File: config.mk
export PLATFORM = sky130hd
export DESIGN_NAME = nsdr_dither_gen
export DESIGN_NICKNAME = d
export VERILOG_FILES = /design/src/nsdr_pkg.sv /design/src/nsdr_dither_gen.sv
export SDC_FILE = /design/constraint.sdc
export NUM_CORES = 1
export LEC_CHECK = 0
export ABC_AREA = 1
export BUFFER_PORTS_ARGS = -buffer_cell sky130_fd_sc_hd__buf_2
export CORE_ASPECT_RATIO = 1.4
export CORE_MARGIN = 1.5
export CORE_UTILIZATION = 55
export CTS_CLUSTER_SIZE = 28
export DETAILED_ROUTE_END_ITERATION = 10
export PLACE_DENSITY = 0.79
export SETUP_SLACK_MARGIN = 0.2
export SLEW_MARGIN = 10
export SYNTH_ARGS = -nofsm -noshare
export SYNTH_HDL_FRONTEND = slang
export SYNTH_SLANG_ARGS = --single-unit
File: constraint.sdc
create_clock -name i_clk -period 2.56 [get_ports i_clk]
set_input_delay 0 -clock i_clk [delete_from_list [all_inputs] [get_ports i_clk]]
set_output_delay 0 -clock i_clk [all_outputs]
set_load 0.01 [all_outputs]
File: src/nsdr_pkg.sv
// Shared types, constants and helper functions of the noise-shaped requantizer.
package nsdr_pkg;

    localparam int MAX_CHANNELS = 8;
    localparam int CH_W = $clog2(MAX_CHANNELS);
    localparam int TAPS = 16;
    localparam int TAP_W = $clog2(TAPS);
    localparam int HIST_W = 40;
    localparam int COEF_W = 16;
    localparam int FILT_W = 48;

    // configuration register indexes
    localparam logic [2:0] REG_BITS_KEPT = 3'd0;
    localparam logic [2:0] REG_SHAPING = 3'd1;
    localparam logic [2:0] REG_DITHER_EN = 3'd2;
    localparam logic [2:0] REG_OUT_FMT = 3'd3;
    localparam logic [2:0] REG_GAIN = 3'd4;

    localparam logic [1:0] FMT_16 = 2'd0;
    localparam logic [1:0] FMT_24 = 2'd1;

    localparam logic [7:0] RIGHT_TAPS = 8'hF5;
    localparam logic [7:0] LEFT_TAPS = 8'h63;

    typedef enum logic [1:0] {
        MODE_ROUND,
        MODE_RECT,
        MODE_SHAPE
    } t_mode;

    typedef struct packed {
        logic signed [31:0] x;
        logic [CH_W-1:0]    chan;
        logic [TAP_W-1:0]   ph;
        logic [5:0]         bits;
        logic [4:0]         s;
        t_mode              mode;
        logic [1:0]         fmt;
        logic [1:0]         set;
        logic [15:0]        g;
        logic signed [33:0] rsum;
        logic signed [31:0] lastr;
    } t_ctl;

    // Q3.12 error-feedback coefficients, one row per shaping strength
    localparam logic signed [COEF_W-1:0] COEF [4][TAPS] = '{
        '{16'sd0, 16'sd0, 16'sd0, 16'sd0, 16'sd0, 16'sd0, 16'sd0, 16'sd0,
          16'sd0, 16'sd0, 16'sd0, 16'sd0, 16'sd0, 16'sd0, 16'sd0, 16'sd0},
        '{16'sd3482, 16'sd1192, -16'sd206, -16'sd964, -16'sd2391, -16'sd2746,
          -16'sd1580, -16'sd623, -16'sd106, 16'sd578, 16'sd917, 16'sd631,
          16'sd214, -16'sd12, -16'sd125, -16'sd127},
        '{16'sd7325, 16'sd3912, -16'sd756, -16'sd1810, -16'sd3621, -16'sd5825,
          -16'sd4179, -16'sd1428, -16'sd471, 16'sd512, 16'sd1559, 16'sd1306,
          16'sd430, -16'sd127, -16'sd264, -16'sd120},
        '{16'sd11840, 16'sd11015, 16'sd864, -16'sd4030, -16'sd4549, -16'sd8968,
          -16'sd9687, -16'sd3911, -16'sd980, -16'sd568, 16'sd1785, 16'sd2699,
          16'sd998, -16'sd10, 16'sd76, 16'sd71}
    };

    // shift right rounding toward zero
    function automatic logic signed [63:0] f_trunc_shr(input logic signed [63:0] v,
                                                       input logic [5:0] n);
        logic signed [63:0] m;
        m = v[63] ? ((64'sd1 <<< n) - 64'sd1) : 64'sd0;
        return (v + m) >>> n;
    endfunction

    function automatic logic signed [HIST_W-1:0] f_sat40(input logic signed [63:0] v);
        logic signed [63:0] lo;
        logic signed [63:0] hi;
        lo = -(64'sd1 <<< (HIST_W - 1));
        hi = (64'sd1 <<< (HIST_W - 1)) - 64'sd1;
        if (v < lo) begin
            return lo[HIST_W-1:0];
        end else if (v > hi) begin
            return hi[HIST_W-1:0];
        end
        return v[HIST_W-1:0];
    endfunction

endpackage

File: src/nsdr_dither_gen.sv
// Twin parity polycounters producing one or two summed random words per step.
module nsdr_dither_gen (
    input  logic               i_clk,
    input  logic               i_rst_n,
    input  logic               i_step,
    input  logic               i_twice,
    output logic signed [33:0] o_rsum
);
    import nsdr_pkg::*;

    logic [31:0] r_right, r_left;
    logic [31:0] right1, left1, right2, left2;
    logic [31:0] rnd1, rnd2;

    // left taps look at bits 25 and up; the mask's top bit lands past bit 31
    always_comb begin
        right1 = {^(r_right[7:0] & RIGHT_TAPS), r_right[31:1]};
        left1  = {r_left[30:0], ^({1'b0, r_left[31:25]} & LEFT_TAPS)};
        right2 = {^(right1[7:0] & RIGHT_TAPS), right1[31:1]};
        left2  = {left1[30:0], ^({1'b0, left1[31:25]} & LEFT_TAPS)};
        rnd1   = right1 ^ left1;
        rnd2   = right2 ^ left2;
        o_rsum = i_twice ? (34'($signed(rnd1)) + 34'($signed(rnd2)))
                         : 34'($signed(rnd1));
    end

    always_ff @(posedge i_clk) begin
        if (!i_rst_n) begin
            r_right <= 32'd1;
            r_left  <= 32'd1;
        end else if (i_step) begin
            r_right <= i_twice ? right2 : right1;
            r_left  <= i_twice ? left2 : left1;
        end
    end
endmodule

# Yosys cells after proc, flatten, opt, wreduce, memory -nomap -nowiden
# Index checks and enable logic that the tools add are counted.
# word_totals
ff_bits	64
output_inout_bits	34
elab_cells	12
# classes
n_addsub	1
mux	3
bitwise	2
reduce_logical	4
# ops
operator	count
2-to-1 mux 32 bit	2
bitwise XOR 32 bit	2
2-to-1 mux 34 bit	1
adder 32 x 32 -> 33 bit	1
parity 8 bit	4

# Logic depth before layout (Yosys ltp)
# depth
depth_word	4
mapped_depth	19
depth_no_buf	17

# Worst setup path after synthesis
# No wires, ideal clock.
# synth_path
path_kind	reg2out
startpoint	register r_left[29]
endpoint	output port o_rsum[33]
t_arrival_ns	2.513
required_time_ns	2.560
slack_ns	0.047
stages_incl_launch_ff	20
n_path_buf	2
path_cell_list	dfxtp_1 -> buf_2 -> xnor2_1 -> xnor2_1 -> xor2_1 -> inv_1 -> ha_1 -> fa_1 -> nand2_1 -> nand2_1 -> nand3_1 -> nand2_1 -> nand2_1 -> nand2_1 -> nand2_1 -> nand2_1 -> nand2_1 -> nand3_1 -> nand2_1 -> buf_4
# synth_between
elab_chain_len	4
elab_cells_between_ends	5
# synth_lines
element	line_no	rtl
start, declared	nsdr_dither_gen.sv:11	logic [31:0] r_right, r_left;
start signal, assigned	nsdr_dither_gen.sv:33	r_left <= i_twice ? left2 : left1;
parity 8 bit	nsdr_dither_gen.sv:20	left2 = {left1[30:0], ^({1'b0, left1[31:25]} & LEFT_TAPS)};
bitwise XOR 32 bit	nsdr_dither_gen.sv:22	rnd2 = right2 ^ left2;
adder 32 x 32 -> 33 bit *	nsdr_dither_gen.sv:23	o_rsum = i_twice ? (34'($signed(rnd1)) + 34'($signed(rnd2)))
2-to-1 mux 34 bit *	nsdr_dither_gen.sv:23	
end, declared	nsdr_dither_gen.sv:7	output logic signed [33:0] o_rsum
# Mark *: on every way between the ends. The rest lies on a longest branch, timed or not.

# Worst setup path after layout
# layout_path
startpoint	register r_left[25]
endpoint	output port o_rsum[32]
# layout_between
elab_chain_len	4
elab_cells_between_ends	6
# layout_lines
element	line_no
parity 8 bit, on equally long branches	nsdr_dither_gen.sv:18, nsdr_dither_gen.sv:20
bitwise XOR 32 bit, on equally long branches	nsdr_dither_gen.sv:21, nsdr_dither_gen.sv:22
adder 32 x 32 -> 33 bit *	nsdr_dither_gen.sv:23
2-to-1 mux 34 bit *	nsdr_dither_gen.sv:23
# Marked as above.

==> results.sh <==
export IMPL_finalCritPeriodShare_pct=116
export IMPL_cts_sinks=64
export IMPL_total_leakage_power_nw=4.57
export IMPL_rsz0062_at_grt="true"
export IMPL_core_sq_um=11800
export IMPL_root_buffer="clkbuf_16"
export IMPL_critPathMaxFanout=4
export IMPL_place_ws_ns=0.00342
export IMPL_clk_pin_slew_ns=0.05
export IMPL_critPathRequiredTime_ns=2.56
export IMPL_cp_end_kind="primary output"
export IMPL_yosysTopAreaCell="nand2_1"
export IMPL_die_w_microns=95.6
export IMPL_worst_clock_skew_ns=0.00815
export IMPL_cts_tree="built"
export IMPL_arrival_ns=2.96
export IMPL_portBuffers=37
export IMPL_synth_cells=1134
export IMPL_critPathSlowestCell="fa_2"
export IMPL_synth_area_leaders="nand2_1, dfxtp_1, inv_1"
export IMPL_min_path_type="in -> reg"
export IMPL_postLayoutCellArea_sq_um=7870
export IMPL_vias=7103
export IMPL_cts_buffers_inserted=9
export IMPL_place_detailed_hpwl_microns=13100
export IMPL_wl_per_cell_microns=14.3
export IMPL_drive_gt1_share_pct=16.6
export IMPL_grt_pass1_wl_microns=29700
export IMPL_synth_area_sq_um=6600
export IMPL_viasPerCell=5.39
export IMPL_clock_fmax_mhz=337
export IMPL_seq_area_frac_synth_pct=19.4
export IMPL_mostFrequentLayoutCell="nand2_1"
export IMPL_async_flop_share_pct=0
export IMPL_diodes=0
export IMPL_timing_critical_path_mode_cell="nand2_2"
export IMPL_drt_iter0_markers=564
export IMPL_grt_pass1_vias=6412
export IMPL_setup_violations=32
export IMPL_ys_warn_count=0
export IMPL_critPathTopFamily="simple AND/OR/NAND/NOR gates"
export IMPL_dp_cells=1288
export IMPL_clock_path_buffers=2
export IMPL_synth_top_area_share_pct=23.4
export IMPL_die_y_microns=133
export IMPL_postPlaceCellArea_sq_um=6970
export IMPL_syn_area_per_cell_sq_um=5.82
export IMPL_grtUsageTotal_pct=29.3
export IMPL_start_kind="register"
export IMPL_min_from="i_rst_n"
export IMPL_antenna_found_initial=0
export IMPL_nets=1204
export IMPL_startpoint="r_left[25]"
export IMPL_clk_latency_ns=0.34
export IMPL_ant_nets=0
export IMPL_reg2reg_from="r_right[1]"
export IMPL_ctsHoldBuffers=0
export IMPL_first_pass_iters=5
export IMPL_pin_count=38
export IMPL_route_detailed_drc=0
export IMPL_finalHoldViolations=0
export IMPL_area_growth_syn_to_layout_pct=19.3
export IMPL_most_common_layout_cells="nand2_1, inv_1, nand3_1, o211ai_1, xor2_1"
export IMPL_layout_cells_non_filler=1319
export IMPL_fin_tns_setup_ns=-6.88
export IMPL_place_congestion=1.02
export IMPL_synth_seq_cells=64
export IMPL_rows=47
export IMPL_critPathKind="reg -> out"
export IMPL_syn_nets=1171
export IMPL_worstMarginPinSlew_ns=0.640
export IMPL_vdd_ir_drop_max_mv=0.307
export IMPL_status="finished, violations left"
export IMPL_maxCapViolCount=0
export IMPL_setup_ws_ns=-0.404
export IMPL_dieArea_sq_um=12700
export IMPL_start_util_pct=56.1
export IMPL_synth_edf_count=0
export IMPL_finalCriticalPeriod_ns=2.96
export IMPL_failed_checks="setup timing"
export IMPL_max_stage_delay_ns=0.40
export IMPL_power_density_nw_per_um2=635
export IMPL_overflow=0
export IMPL_ys_types=30
export IMPL_synth_ff_type="dfxtp_1"
export IMPL_slew_viol_final=0
export IMPL_slew_headroom_pct=57.3
export IMPL_drt_wl_total_microns=18800
export IMPL_cp_cell_sequence="xnor2_4, xnor2_2, xor2_1, inv_1, ha_4, fa_2, nand2_2, nand2_2, nand3_2, nand2_2, nand2_2, nand2_4, nand2_4, nand2_2, nand2_2, nand3_2, nand2_2, buf_6"
export IMPL_critPathBufInv=2
export IMPL_grt_max_degree=108
export IMPL_h_tree_depth=3
through the flow:
step	total power, W	hold WS (ns)	utilization (%)
after floorplan	0.00267	0.320	-
after global placement	0.00319	0.480	59.3
after detailed placement	0.00323	0.492	59.3
after CTS	0.00479	0.183	64.9
after global routing	0.00529	0.206	66.9
final	0.00500	0.206	66.9
synthesized netlist by cell type (3+ instances only):
cell type	number
o211ai_1	60
clkbuf_1	26
nor2_1	44
o21ai_1	3
ha_1	32
a21oi_1	25
xor2_1	60
nand3_1	111
xnor2_2	3
inv_1	195
xnor2_1	28
nand2_1	412
dfxtp_1	64
o21ai_0	21
or2_1	3
o21bai_1	3
buf_2	19
nor3_1	4
buf_1	5
state kept, by name, indices dropped and copies added (netlist names):
| register | cells |
|---|---|
| r_left | 32 |
| r_right | 32 |
kinds of logic (layout without fill, tap and decap cells):
logic type / Yosys count / after routing / synth area share, %
buffers and inverters: 251 / 289 / 15.0
and+or+nand+nor: 581 / 581 / 35.7
xor gates and xnor gates: 91 / 91 / 12.4
DFF: 64 / 64 / 19.4
AOI/OAI and AO/OA: 114 / 114 / 11.1
adders and majority gates: 33 / 33 / 6.37
layer usage:
metal  global-route usage (%)  wire (microns)
met5                        0               0
met4                     16.7            1060
met3                     5.06             886
met2                     49.3            9250
met1                     34.2            7650
worst paths after layout:
check	cells past startpoint	slack [ns]	endpoint
min	2	0.21	r_left[0]
max	18	-0.40	o_rsum[32]
min reg2reg	2	0.53	r_right[0]
max reg2reg	8	1.16	r_right[31]
where the power goes:
part | switching [W] | total [W] | internal [W]
Combinational | 0.00144 | 0.00246 | 0.00102
Clock | 0.000478 | 0.00135 | 0.000874
Sequential | 0.000116 | 0.00118 | 0.00107
cell type report:
cell class | instances | area (sq um)
Tap cell | 147 | 184
Clock inverter | 6 | 82.6
Inverter | 196 | 736
Sequential cell | 64 | 1300
Fill cell | 1007 | 3890
Multi-Input combinational cell | 819 | 4780
Timing Repair Buffer | 77 | 546
Clock buffer | 10 | 239
repair_timing:
action / CTS / global route
hold endpoints to repair: 0 / 0
gates cloned: 0 / 0
setup buffers: 8 / 7
resized for setup: 72 / 44
setup endpoints to repair: 33 / 33
pin swaps: 27 / 22
(Power assumes the default switching activity.)
